===== src/design/ima_adpcm_block_decoder_macros.svh =====
// assertion helpers for the decoder back end
`ifndef IMA_ADPCM_BLOCK_DECODER_MACROS_SVH
`define IMA_ADPCM_BLOCK_DECODER_MACROS_SVH

// property that must hold at every clock edge out of reset
`define IMADEC_ASSERT(lbl, prop, msg) \
  lbl: assert property (@(posedge clk) disable iff (!rst_n) prop) else $error(msg);

// condition that must never be seen out of reset
`define IMADEC_NEVER(lbl, cond, msg) \
  lbl: assert property (@(posedge clk) disable iff (!rst_n) !(cond)) else $error(msg);

`endif


===== src/design/imadec_pkg.sv =====
`timescale 1ns / 1ps
package imadec_pkg;

  // block geometry and limits
  localparam logic [6:0] MONO_BYTES   = 7'd36;
  localparam logic [6:0] STEREO_BYTES = 7'd72;
  localparam logic [6:0] INDEX_MAX    = 7'd88;

  // work items passed from the byte front end to the decode engine
  typedef enum logic [2:0] {
    CMD_SET_PRED,
    CMD_SET_INDEX,
    CMD_EMIT_HDR,
    CMD_DATA_MONO,
    CMD_DATA_STEREO
  } cmd_kind_t;

  // val: predictor, step index, mono byte, or {right byte, left byte}
  typedef struct packed {
    cmd_kind_t   kind;
    logic        chan;
    logic        blk_end;
    logic [15:0] val;
  } cmd_t;

  // standard ima step size table
  function automatic logic [14:0] step_lookup(input logic [6:0] idx);
    logic [14:0] s;
    case (idx)
      7'd0: s = 15'd7;       7'd1: s = 15'd8;       7'd2: s = 15'd9;
      7'd3: s = 15'd10;      7'd4: s = 15'd11;      7'd5: s = 15'd12;
      7'd6: s = 15'd13;      7'd7: s = 15'd14;      7'd8: s = 15'd16;
      7'd9: s = 15'd17;      7'd10: s = 15'd19;     7'd11: s = 15'd21;
      7'd12: s = 15'd23;     7'd13: s = 15'd25;     7'd14: s = 15'd28;
      7'd15: s = 15'd31;     7'd16: s = 15'd34;     7'd17: s = 15'd37;
      7'd18: s = 15'd41;     7'd19: s = 15'd45;     7'd20: s = 15'd50;
      7'd21: s = 15'd55;     7'd22: s = 15'd60;     7'd23: s = 15'd66;
      7'd24: s = 15'd73;     7'd25: s = 15'd80;     7'd26: s = 15'd88;
      7'd27: s = 15'd97;     7'd28: s = 15'd107;    7'd29: s = 15'd118;
      7'd30: s = 15'd130;    7'd31: s = 15'd143;    7'd32: s = 15'd157;
      7'd33: s = 15'd173;    7'd34: s = 15'd190;    7'd35: s = 15'd209;
      7'd36: s = 15'd230;    7'd37: s = 15'd253;    7'd38: s = 15'd279;
      7'd39: s = 15'd307;    7'd40: s = 15'd337;    7'd41: s = 15'd371;
      7'd42: s = 15'd408;    7'd43: s = 15'd449;    7'd44: s = 15'd494;
      7'd45: s = 15'd544;    7'd46: s = 15'd598;    7'd47: s = 15'd658;
      7'd48: s = 15'd724;    7'd49: s = 15'd796;    7'd50: s = 15'd876;
      7'd51: s = 15'd963;    7'd52: s = 15'd1060;   7'd53: s = 15'd1166;
      7'd54: s = 15'd1282;   7'd55: s = 15'd1411;   7'd56: s = 15'd1552;
      7'd57: s = 15'd1707;   7'd58: s = 15'd1878;   7'd59: s = 15'd2066;
      7'd60: s = 15'd2272;   7'd61: s = 15'd2499;   7'd62: s = 15'd2749;
      7'd63: s = 15'd3024;   7'd64: s = 15'd3327;   7'd65: s = 15'd3660;
      7'd66: s = 15'd4026;   7'd67: s = 15'd4428;   7'd68: s = 15'd4871;
      7'd69: s = 15'd5358;   7'd70: s = 15'd5894;   7'd71: s = 15'd6484;
      7'd72: s = 15'd7132;   7'd73: s = 15'd7845;   7'd74: s = 15'd8630;
      7'd75: s = 15'd9493;   7'd76: s = 15'd10442;  7'd77: s = 15'd11487;
      7'd78: s = 15'd12635;  7'd79: s = 15'd13899;  7'd80: s = 15'd15289;
      7'd81: s = 15'd16818;  7'd82: s = 15'd18500;  7'd83: s = 15'd20350;
      7'd84: s = 15'd22385;  7'd85: s = 15'd24623;  7'd86: s = 15'd27086;
      7'd87: s = 15'd29794;
      default: s = 15'd32767;
    endcase
    return s;
  endfunction

endpackage


===== src/design/imadec_front.sv =====
`timescale 1ns / 1ps
module imadec_front (
  input  logic               clk,
  input  logic               rst_n,
  input  logic               cfg_wr_en,
  input  logic               cfg_wr_data,
  input  logic               in_tvalid,
  output logic               in_tready,
  input  logic [7:0]         in_tdata,   // [7:0] byte_value
  input  logic               q_full,
  output logic               push,
  output imadec_pkg::cmd_t   push_cmd
);

  // header byte offsets within one channel header
  localparam logic [1:0] HDR_PRED_LO = 2'd0;
  localparam logic [1:0] HDR_PRED_HI = 2'd1;
  localparam logic [1:0] HDR_INDEX   = 2'd2;
  localparam logic [1:0] HDR_PAD     = 2'd3;

  logic       stereo_r, stereo_nxt;
  logic [6:0] pos_r, pos_nxt;
  logic [7:0] hdr_low_r;
  logic [7:0] lbuf_r [4];

  logic       fire;
  logic [6:0] size, cur, cur_inc;
  logic       is_hdr, need_push, hdr_low_we, lbuf_we;

  assign in_tready = !q_full;
  assign fire      = in_tvalid && in_tready;

  // block position, restarting at zero if a mode change leaves it past the block end
  always_comb begin
    size    = stereo_r ? imadec_pkg::STEREO_BYTES : imadec_pkg::MONO_BYTES;
    cur     = (pos_r >= size) ? 7'd0 : pos_r;
    cur_inc = cur + 7'd1;
    pos_nxt = fire ? ((cur_inc >= size) ? 7'd0 : cur_inc) : pos_r;
    stereo_nxt = cfg_wr_en ? cfg_wr_data : stereo_r;
  end

  // classify the byte and build the work item
  always_comb begin
    is_hdr     = stereo_r ? (cur < 7'd8) : (cur < 7'd4);
    need_push  = 1'b0;
    hdr_low_we = 1'b0;
    lbuf_we    = 1'b0;
    push_cmd.kind    = imadec_pkg::CMD_EMIT_HDR;
    push_cmd.chan    = stereo_r & cur[2];
    push_cmd.blk_end = 1'b0;
    push_cmd.val     = 16'h0000;
    if (is_hdr) begin
      unique case (cur[1:0])
        HDR_PRED_LO: begin
          hdr_low_we = 1'b1;
        end
        HDR_PRED_HI: begin
          need_push     = 1'b1;
          push_cmd.kind = imadec_pkg::CMD_SET_PRED;
          push_cmd.val  = {in_tdata, hdr_low_r};
        end
        HDR_INDEX: begin
          need_push     = 1'b1;
          push_cmd.kind = imadec_pkg::CMD_SET_INDEX;
          push_cmd.val  = (in_tdata > {1'b0, imadec_pkg::INDEX_MAX}) ?
                          {9'd0, imadec_pkg::INDEX_MAX} : {8'd0, in_tdata};
        end
        HDR_PAD: begin
          need_push     = 1'b1;
          push_cmd.kind = imadec_pkg::CMD_EMIT_HDR;
        end
        default: ;
      endcase
    end else if (!stereo_r) begin
      need_push        = 1'b1;
      push_cmd.kind    = imadec_pkg::CMD_DATA_MONO;
      push_cmd.val     = {8'd0, in_tdata};
      push_cmd.blk_end = (cur == imadec_pkg::MONO_BYTES - 7'd1);
    end else if (!cur[2]) begin
      lbuf_we = 1'b1;
    end else begin
      need_push        = 1'b1;
      push_cmd.kind    = imadec_pkg::CMD_DATA_STEREO;
      push_cmd.val     = {in_tdata, lbuf_r[cur[1:0]]};
      push_cmd.blk_end = (cur == imadec_pkg::STEREO_BYTES - 7'd1);
    end
    push = fire && need_push;
  end

  // control state
  always_ff @(posedge clk) begin
    if (!rst_n) begin
      stereo_r <= 1'b0;
      pos_r    <= 7'd0;
    end else begin
      stereo_r <= stereo_nxt;
      pos_r    <= pos_nxt;
    end
  end

  // predictor low byte and left chunk bytes
  always_ff @(posedge clk) begin
    if (fire && hdr_low_we) begin
      hdr_low_r <= in_tdata;
    end
    if (fire && lbuf_we) begin
      lbuf_r[cur[1:0]] <= in_tdata;
    end
  end

endmodule


===== src/design/imadec_fifo.sv =====
`timescale 1ns / 1ps
module imadec_fifo (
  input  logic             clk,
  input  logic             rst_n,
  input  logic             push,
  input  imadec_pkg::cmd_t push_cmd,
  output logic             full,
  input  logic             pop,
  output logic             q_valid,
  output imadec_pkg::cmd_t q_cmd
);

  imadec_pkg::cmd_t mem_r [2];
  logic       wr_ptr_r, wr_ptr_nxt;
  logic       rd_ptr_r, rd_ptr_nxt;
  logic [1:0] cnt_r, cnt_nxt;
  logic       do_pop;

  assign full    = (cnt_r == 2'd2);
  assign q_valid = (cnt_r != 2'd0);
  assign q_cmd   = mem_r[rd_ptr_r];
  assign do_pop  = pop && q_valid;

  // pointer and fill count
  always_comb begin
    wr_ptr_nxt = push ? ~wr_ptr_r : wr_ptr_r;
    rd_ptr_nxt = do_pop ? ~rd_ptr_r : rd_ptr_r;
    cnt_nxt    = cnt_r + {1'b0, push} - {1'b0, do_pop};
  end

  always_ff @(posedge clk) begin
    if (!rst_n) begin
      wr_ptr_r <= 1'b0;
      rd_ptr_r <= 1'b0;
      cnt_r    <= 2'd0;
    end else begin
      wr_ptr_r <= wr_ptr_nxt;
      rd_ptr_r <= rd_ptr_nxt;
      cnt_r    <= cnt_nxt;
    end
  end

  // storage
  always_ff @(posedge clk) begin
    if (push) begin
      mem_r[wr_ptr_r] <= push_cmd;
    end
  end

endmodule


===== src/design/imadec_back.sv =====
`timescale 1ns / 1ps
`include "ima_adpcm_block_decoder_macros.svh"
module imadec_back (
  input  logic             clk,
  input  logic             rst_n,
  input  logic             q_valid,
  input  imadec_pkg::cmd_t q_cmd,
  output logic             q_pop,
  output logic             out_tvalid,
  input  logic             out_tready,
  output logic [15:0]      out_tdata,  // [15:0] sample
  output logic [1:0]       out_tuser,  // [0] channel, [1] block_end
  output logic             out_tlast
);

  logic signed [15:0] pred_r [2];
  logic signed [15:0] pred_nxt [2];
  logic [6:0]         idx_r [2];
  logic [6:0]         idx_nxt [2];
  logic [1:0]         step_r, step_nxt;
  logic               ovalid_r, ovalid_nxt;
  logic [15:0]        osample_r, osample_nxt;
  logic               ochan_r, ochan_nxt;
  logic               oend_r, oend_nxt;
  logic               olast_r, olast_nxt;

  logic               go, is_mono, is_stereo, final_step, ch;
  logic [7:0]         cur_byte;
  logic [3:0]         nib;
  logic [14:0]        step;
  logic [16:0]        diff;
  logic signed [17:0] psum;
  logic signed [15:0] psat;
  logic signed [7:0]  ishift, isum;
  logic [6:0]         iclamp;

  assign is_mono   = (q_cmd.kind == imadec_pkg::CMD_DATA_MONO);
  assign is_stereo = (q_cmd.kind == imadec_pkg::CMD_DATA_STEREO);
  assign go        = q_valid && (!ovalid_r || out_tready);

  // select channel and nibble for this sub-step
  always_comb begin
    ch         = is_stereo ? step_r[0] : (is_mono ? 1'b0 : q_cmd.chan);
    cur_byte   = (is_stereo && step_r[0]) ? q_cmd.val[15:8] : q_cmd.val[7:0];
    nib        = (is_stereo ? step_r[1] : step_r[0]) ? cur_byte[7:4] : cur_byte[3:0];
    final_step = is_stereo ? (step_r == 2'd3) : (is_mono ? (step_r == 2'd1) : 1'b1);
  end

  // nibble decode: step lookup, difference, saturating add
  always_comb begin
    step = imadec_pkg::step_lookup(idx_r[ch]);
    diff = {5'd0, step[14:3]}
         + (nib[0] ? {4'd0, step[14:2]} : 17'd0)
         + (nib[1] ? {3'd0, step[14:1]} : 17'd0)
         + (nib[2] ? {2'd0, step} : 17'd0);
    psum = nib[3] ? ({{2{pred_r[ch][15]}}, pred_r[ch]} - $signed({1'b0, diff}))
                  : ({{2{pred_r[ch][15]}}, pred_r[ch]} + $signed({1'b0, diff}));
    if (psum > 18'sd32767) begin
      psat = 16'sh7FFF;
    end else if (psum < -18'sd32768) begin
      psat = 16'sh8000;
    end else begin
      psat = psum[15:0];
    end
  end

  // step index adaptation with clamp to 0..88
  always_comb begin
    ishift = nib[2] ? $signed({5'd0, nib[1:0], 1'b0} + 8'd2) : -8'sd1;
    isum   = $signed({1'b0, idx_r[ch]}) + ishift;
    if (isum < 8'sd0) begin
      iclamp = 7'd0;
    end else if (isum > $signed({1'b0, imadec_pkg::INDEX_MAX})) begin
      iclamp = imadec_pkg::INDEX_MAX;
    end else begin
      iclamp = isum[6:0];
    end
  end

  // execute the item at the queue head
  always_comb begin
    pred_nxt    = pred_r;
    idx_nxt     = idx_r;
    step_nxt    = step_r;
    ovalid_nxt  = ovalid_r && !out_tready;
    osample_nxt = osample_r;
    ochan_nxt   = ochan_r;
    oend_nxt    = oend_r;
    olast_nxt   = olast_r;
    q_pop       = go && final_step;
    if (go) begin
      step_nxt = final_step ? 2'd0 : step_r + 2'd1;
      unique case (q_cmd.kind)
        imadec_pkg::CMD_SET_PRED: begin
          pred_nxt[ch] = q_cmd.val;
        end
        imadec_pkg::CMD_SET_INDEX: begin
          idx_nxt[ch] = q_cmd.val[6:0];
        end
        imadec_pkg::CMD_EMIT_HDR: begin
          ovalid_nxt  = 1'b1;
          osample_nxt = pred_r[ch];
          ochan_nxt   = ch;
          oend_nxt    = 1'b0;
          olast_nxt   = 1'b1;
        end
        imadec_pkg::CMD_DATA_MONO, imadec_pkg::CMD_DATA_STEREO: begin
          pred_nxt[ch] = psat;
          idx_nxt[ch]  = iclamp;
          ovalid_nxt   = 1'b1;
          osample_nxt  = psat;
          ochan_nxt    = ch;
          oend_nxt     = final_step && q_cmd.blk_end;
          olast_nxt    = final_step;
        end
        default: ;
      endcase
    end
  end

  always_ff @(posedge clk) begin
    if (!rst_n) begin
      pred_r[0] <= 16'sd0;
      pred_r[1] <= 16'sd0;
      idx_r[0]  <= 7'd0;
      idx_r[1]  <= 7'd0;
      step_r    <= 2'd0;
      ovalid_r  <= 1'b0;
    end else begin
      pred_r   <= pred_nxt;
      idx_r    <= idx_nxt;
      step_r   <= step_nxt;
      ovalid_r <= ovalid_nxt;
    end
  end

  // result register payload
  always_ff @(posedge clk) begin
    osample_r <= osample_nxt;
    ochan_r   <= ochan_nxt;
    oend_r    <= oend_nxt;
    olast_r   <= olast_nxt;
  end

  assign out_tvalid = ovalid_r;
  assign out_tdata  = osample_r;
  assign out_tuser  = {oend_r, ochan_r};
  assign out_tlast  = olast_r;

  `IMADEC_ASSERT(a_step_idle, (!q_valid |-> step_r == 2'd0), "sub-step left set with queue empty")
  `IMADEC_ASSERT(a_step_data, (step_r != 2'd0 |-> (is_mono || is_stereo)), "sub-step on non-data item")
  `IMADEC_NEVER(a_idx_range, (idx_r[0] > imadec_pkg::INDEX_MAX || idx_r[1] > imadec_pkg::INDEX_MAX), "step index above 88")
  `IMADEC_ASSERT(a_end_last, (ovalid_r && oend_r |-> olast_r), "block end without last")

endmodule


===== src/design/ima_adpcm_block_decoder.sv =====
`timescale 1ns / 1ps
// path: an accepted byte passes the work item queue, then the result reg, before its first sample at out_tvalid
// throughput: one byte per cycle into the front end unless the queue is full; the engine emits one
//   sample per cycle unless the output stalls: two per mono byte, four per stereo right byte
// header bytes but the predictor low byte make one work item, stereo left bytes none; a 2-entry queue absorbs bursts
// reset: rst_n synchronous active low; clears mode (mono), block position, predictors,
//   step indexes, queue and output valid
module ima_adpcm_block_decoder (
  input  logic        clk,
  input  logic        rst_n,
  input  logic        cfg_wr_en,
  input  logic        cfg_wr_data,  // stereo_mode
  input  logic        in_tvalid,
  output logic        in_tready,
  input  logic [7:0]  in_tdata,     // [7:0] byte_value
  output logic        out_tvalid,
  input  logic        out_tready,
  output logic [15:0] out_tdata,    // [15:0] sample
  output logic [1:0]  out_tuser,    // [0] channel, [1] block_end
  output logic        out_tlast
);

  logic             push, q_full, q_valid, q_pop;
  imadec_pkg::cmd_t push_cmd, q_cmd;

  // byte tracking and classification
  imadec_front u_front (
    .clk         (clk),
    .rst_n       (rst_n),
    .cfg_wr_en   (cfg_wr_en),
    .cfg_wr_data (cfg_wr_data),
    .in_tvalid   (in_tvalid),
    .in_tready   (in_tready),
    .in_tdata    (in_tdata),
    .q_full      (q_full),
    .push        (push),
    .push_cmd    (push_cmd)
  );

  // work item queue
  imadec_fifo u_fifo (
    .clk      (clk),
    .rst_n    (rst_n),
    .push     (push),
    .push_cmd (push_cmd),
    .full     (q_full),
    .pop      (q_pop),
    .q_valid  (q_valid),
    .q_cmd    (q_cmd)
  );

  // nibble decode and result register
  imadec_back u_back (
    .clk        (clk),
    .rst_n      (rst_n),
    .q_valid    (q_valid),
    .q_cmd      (q_cmd),
    .q_pop      (q_pop),
    .out_tvalid (out_tvalid),
    .out_tready (out_tready),
    .out_tdata  (out_tdata),
    .out_tuser  (out_tuser),
    .out_tlast  (out_tlast)
  );

endmodule

===== config.mk =====
export PLATFORM = sky130hd
export DESIGN_NAME = ima_adpcm_block_decoder
export DESIGN_NICKNAME = d
export VERILOG_FILES = /design/src/design/imadec_pkg.sv /design/src/design/imadec_front.sv /design/src/design/imadec_fifo.sv /design/src/design/imadec_back.sv /design/src/design/ima_adpcm_block_decoder.sv
export VERILOG_INCLUDE_DIRS = /design/src /design/src/design
export SDC_FILE = /design/constraint.sdc
export NUM_CORES = 1
export LEC_CHECK = 0
export ABC_AREA = 1
export BUFFER_PORTS_ARGS = -buffer_cell sky130_fd_sc_hd__buf_2
export CAP_MARGIN = 20
export CORE_ASPECT_RATIO = 0.75
export CORE_MARGIN = 2
export CORE_UTILIZATION = 40
export CTS_CLUSTER_SIZE = 28
export DETAILED_ROUTE_END_ITERATION = 12
export GPL_TIMING_DRIVEN = 1
export MAX_ROUTING_LAYER = met4
export PLACE_DENSITY = 0.61
export SLEW_MARGIN = 40
export SYNTH_ARGS = -nofsm -noshare
export SYNTH_HDL_FRONTEND = slang
export SYNTH_SLANG_ARGS = --single-unit

===== constraint.sdc =====
create_clock -name clk -period 8.7 [get_ports clk]
set_clock_uncertainty 0.2 [all_clocks]
set_input_delay 0.435 -clock clk [delete_from_list [all_inputs] [get_ports clk]]
set_output_delay 0.435 -clock clk [all_outputs]
set_load 0.1 [all_outputs]

==> metrics <==
overall die height 160 µm; total routed wirelength 40.3 mm; Total Neg Setup Slack 0 ns; Placed Area 13700 µm²; Synth cell types 63; Critical Path Start Type flop; Slew headroom 53.7%; largest net degree at the start of global routing 40; DP HPWL just over 30 mm; most common cell after layout, fill and taps aside nand2_1; Post-Synth XOR/XNOR Area 2.44%; TritonCTS clock tree built; final core occ 46.7%; Max stage delay on crit path 0.54 ns; Layout area overhead 14.3%; Root Buffer clkbuf_16; maxcap violations 0; Slowest cell on crit path fa_1; fin nets 1904; CTS buffer count 17; drt first pass iters 5; crit path capture type flop; Core Region 31500 µm²; Slew @ Worst Pin roughly 0.7 ns; Post-Synth Simple-Gate Area 29.7%; Tmin final 8.29 ns; fillers 3165; row cnt 56; Achievable Freq between 100 and 150 MHz; critical path arrival 8.30 ns; Most common cell on crit path nand2_1; initial antenna violation count 0; first-pass GRT wire length 62.8 mm; total number of vias 11980; Routability Congestion about 0.99; DRC 0; synthesized area 12900 µm²; most frequent cells in the layout nand2_1 (380), inv_1 (224), nor2_1 (186); Syn Inst Count 1729; setup violators final 0; Skew-Pair Late Insertion Delay 0.45 ns; WL/cell ~18 µm; WHS 0.0343 ns; vias in the first global route approximately 11000; Synth Area in Compound Gates 13.3%; Clock Tree Buf Depth 2; GRT Total Usage 24.7%; GRT overflow 0; Syn Nets 1840; min-delay worst type in -> reg; clock sink count between 150 and 200; adder-cell area share of the yosys netlist 11.0%; drt initial violations between 1000 and 1500; H-tree Lvls 4; Clock transition at path regs ~0.080 ns; Hold Path End u_front.stereo_r; Post-synth EDFFs 101; Pins Over Slew Limit 0; ANT cells 0; Antenna Nets Post-Route 0; CP required 8.70 ns; Post-Layout Inst Area between 10000 and 15000 µm²; most frequently used flop master after synthesis edfxtp_1; R2R Setup Slk 0.41 ns; worst hold start cfg_wr_en; largest family of logic cells by synthesized area simple AND/OR/NAND/NOR gates; layout cells sized above 1 15.7%; FF-to-FF End u_back.out_tdata[9]; post-synthesis sequential area ratio 33.1%; I/O Pins 35; CP Max Fanout 12; die area between 30000 and 40000 µm²; Async SR Flop Fraction 0%; Synth Warn # 0; outcome completed; Hold Path Stages 3; final period utilization 95.3%; post-synthesis mux area share 0.543%; Yosys reg bits 163; I/O Buffers 34; Die W 211 µm; final hold vios 0; Initial Util 40.9%; WS Path Type reg -> reg; drt via density 5.42; Synth Area per Inst approximately 7.5 µm²; Reg2Reg Depth 46
stage by stage:
step / std cells / setup WS (ns)
detailed placement: 2161 / -0.187
finish: 2212 / 0.405
global placement: 2161 / -0.166
CTS: 2194 / 0.0240
global route: 2212 / -0.0567
floorplan: 1729 / 0.688
cells in the mapped netlist (11+ instances only):
| master | instances | area [µm²] |
|---|---|---|
| nand3_1 | 75 | 375 |
| nand2_1 | 391 | 1470 |
| dfxtp_1 | 62 | 1240 |
| xnor2_1 | 12 | 105 |
| nor2_1 | 205 | 769 |
| fa_1 | 27 | 541 |
| clkbuf_1 | 27 | 101 |
| nand3_4 | 12 | 210 |
| nand4_1 | 52 | 325 |
| o2111ai_1 | 11 | 96.3 |
| buf_2 | 13 | 65.1 |
| nor3_1 | 16 | 80.1 |
| ha_1 | 70 | 876 |
| o21ai_0 | 85 | 425 |
| xor2_1 | 24 | 210 |
| inv_2 | 20 | 75.1 |
| a31oi_1 | 11 | 68.8 |
| a21oi_1 | 101 | 505 |
| edfxtp_1 | 101 | 3030 |
| o21ai_1 | 23 | 115 |
| o211ai_1 | 19 | 143 |
| nand2_2 | 21 | 131 |
| inv_1 | 228 | 856 |
| nand3_2 | 17 | 170 |
flip-flops by register name, indices dropped and copies added (netlist names), named ones only:
register,cells
u_back.idx_r,14
u_back.ochan_r,1
u_back.oend_r,1
u_back.out_tdata,16
u_back.out_tlast,1
u_back.out_tvalid,1
u_back.pred_r,32
u_back.step_r,2
u_fifo.cnt_r,2
u_fifo.mem_r,42
u_fifo.rd_ptr_r,1
u_fifo.wr_ptr_r,1
u_front.hdr_low_r,8
u_front.lbuf_r,32
u_front.pos_r,7
u_front.stereo_r,1
layer usage:
layer  share of wire, %  vias to the layer above  GRT usage, %
met5                  0                        -             -
met4                1.2                        0          5.47
met3                6.5                       31          4.34
met2                 42                      363          34.6
met1                 50                     5707          36.8
li1                   -                     5879             -
worst max path at each step:
stage	end	cells after the start
3_3_place_gp	u_back.out_tdata[0]	44
3_5_place_dp	u_back.out_tdata[6]	43
2_1_floorplan	u_back.out_tdata[4]	46
6_report	u_back.out_tdata[9]	46
5_1_grt	u_back.out_tdata[7]	46
4_1_cts	u_back.out_tdata[6]	47
area by class of cell:
class	instances	area, µm²	share of cell area, %
inverter	251	952	6.46
multi-input combinational	1259	7630	51.8
sequential	163	4280	29.0
clock buffer	17	425	2.89
timing repair buffer	101	783	5.32
tap	406	508	3.45
clock inverter	15	161	1.10
cell families after synthesis:
group,after synthesis
muxes,7
AOI/OAI and AO/OA,294
and+or+nand+nor,825
xor gates and xnor gates,36
DFF,163
adders and majority gates,97
buffers and inverters,307
worst max-delay path, delay by kind of cell (launching register included):
family	cells	cell delay [ns]
compound gates	2	0.37
xor+xnor	3	0.41
fa+ha+maj	5	1.96
buf+inv	11	1.31
flops	1	0.38
simple gates	25	3.43
repair_timing:
item | 4_1_cts | 5_1_grt
gates resized for setup | 3 | 64
endpoints found under the setup margin | 48 | 48
cloned | 0 | 6
setup buffers | 0 | 12
hold endpoints to repair | 1 | 0
pin swaps | 0 | 19
hold buffers | 1 | 0
Power is left out: the tool's default activity adds up to more than one toggle a clock period on the data nets, which glitch-free logic cannot reach.
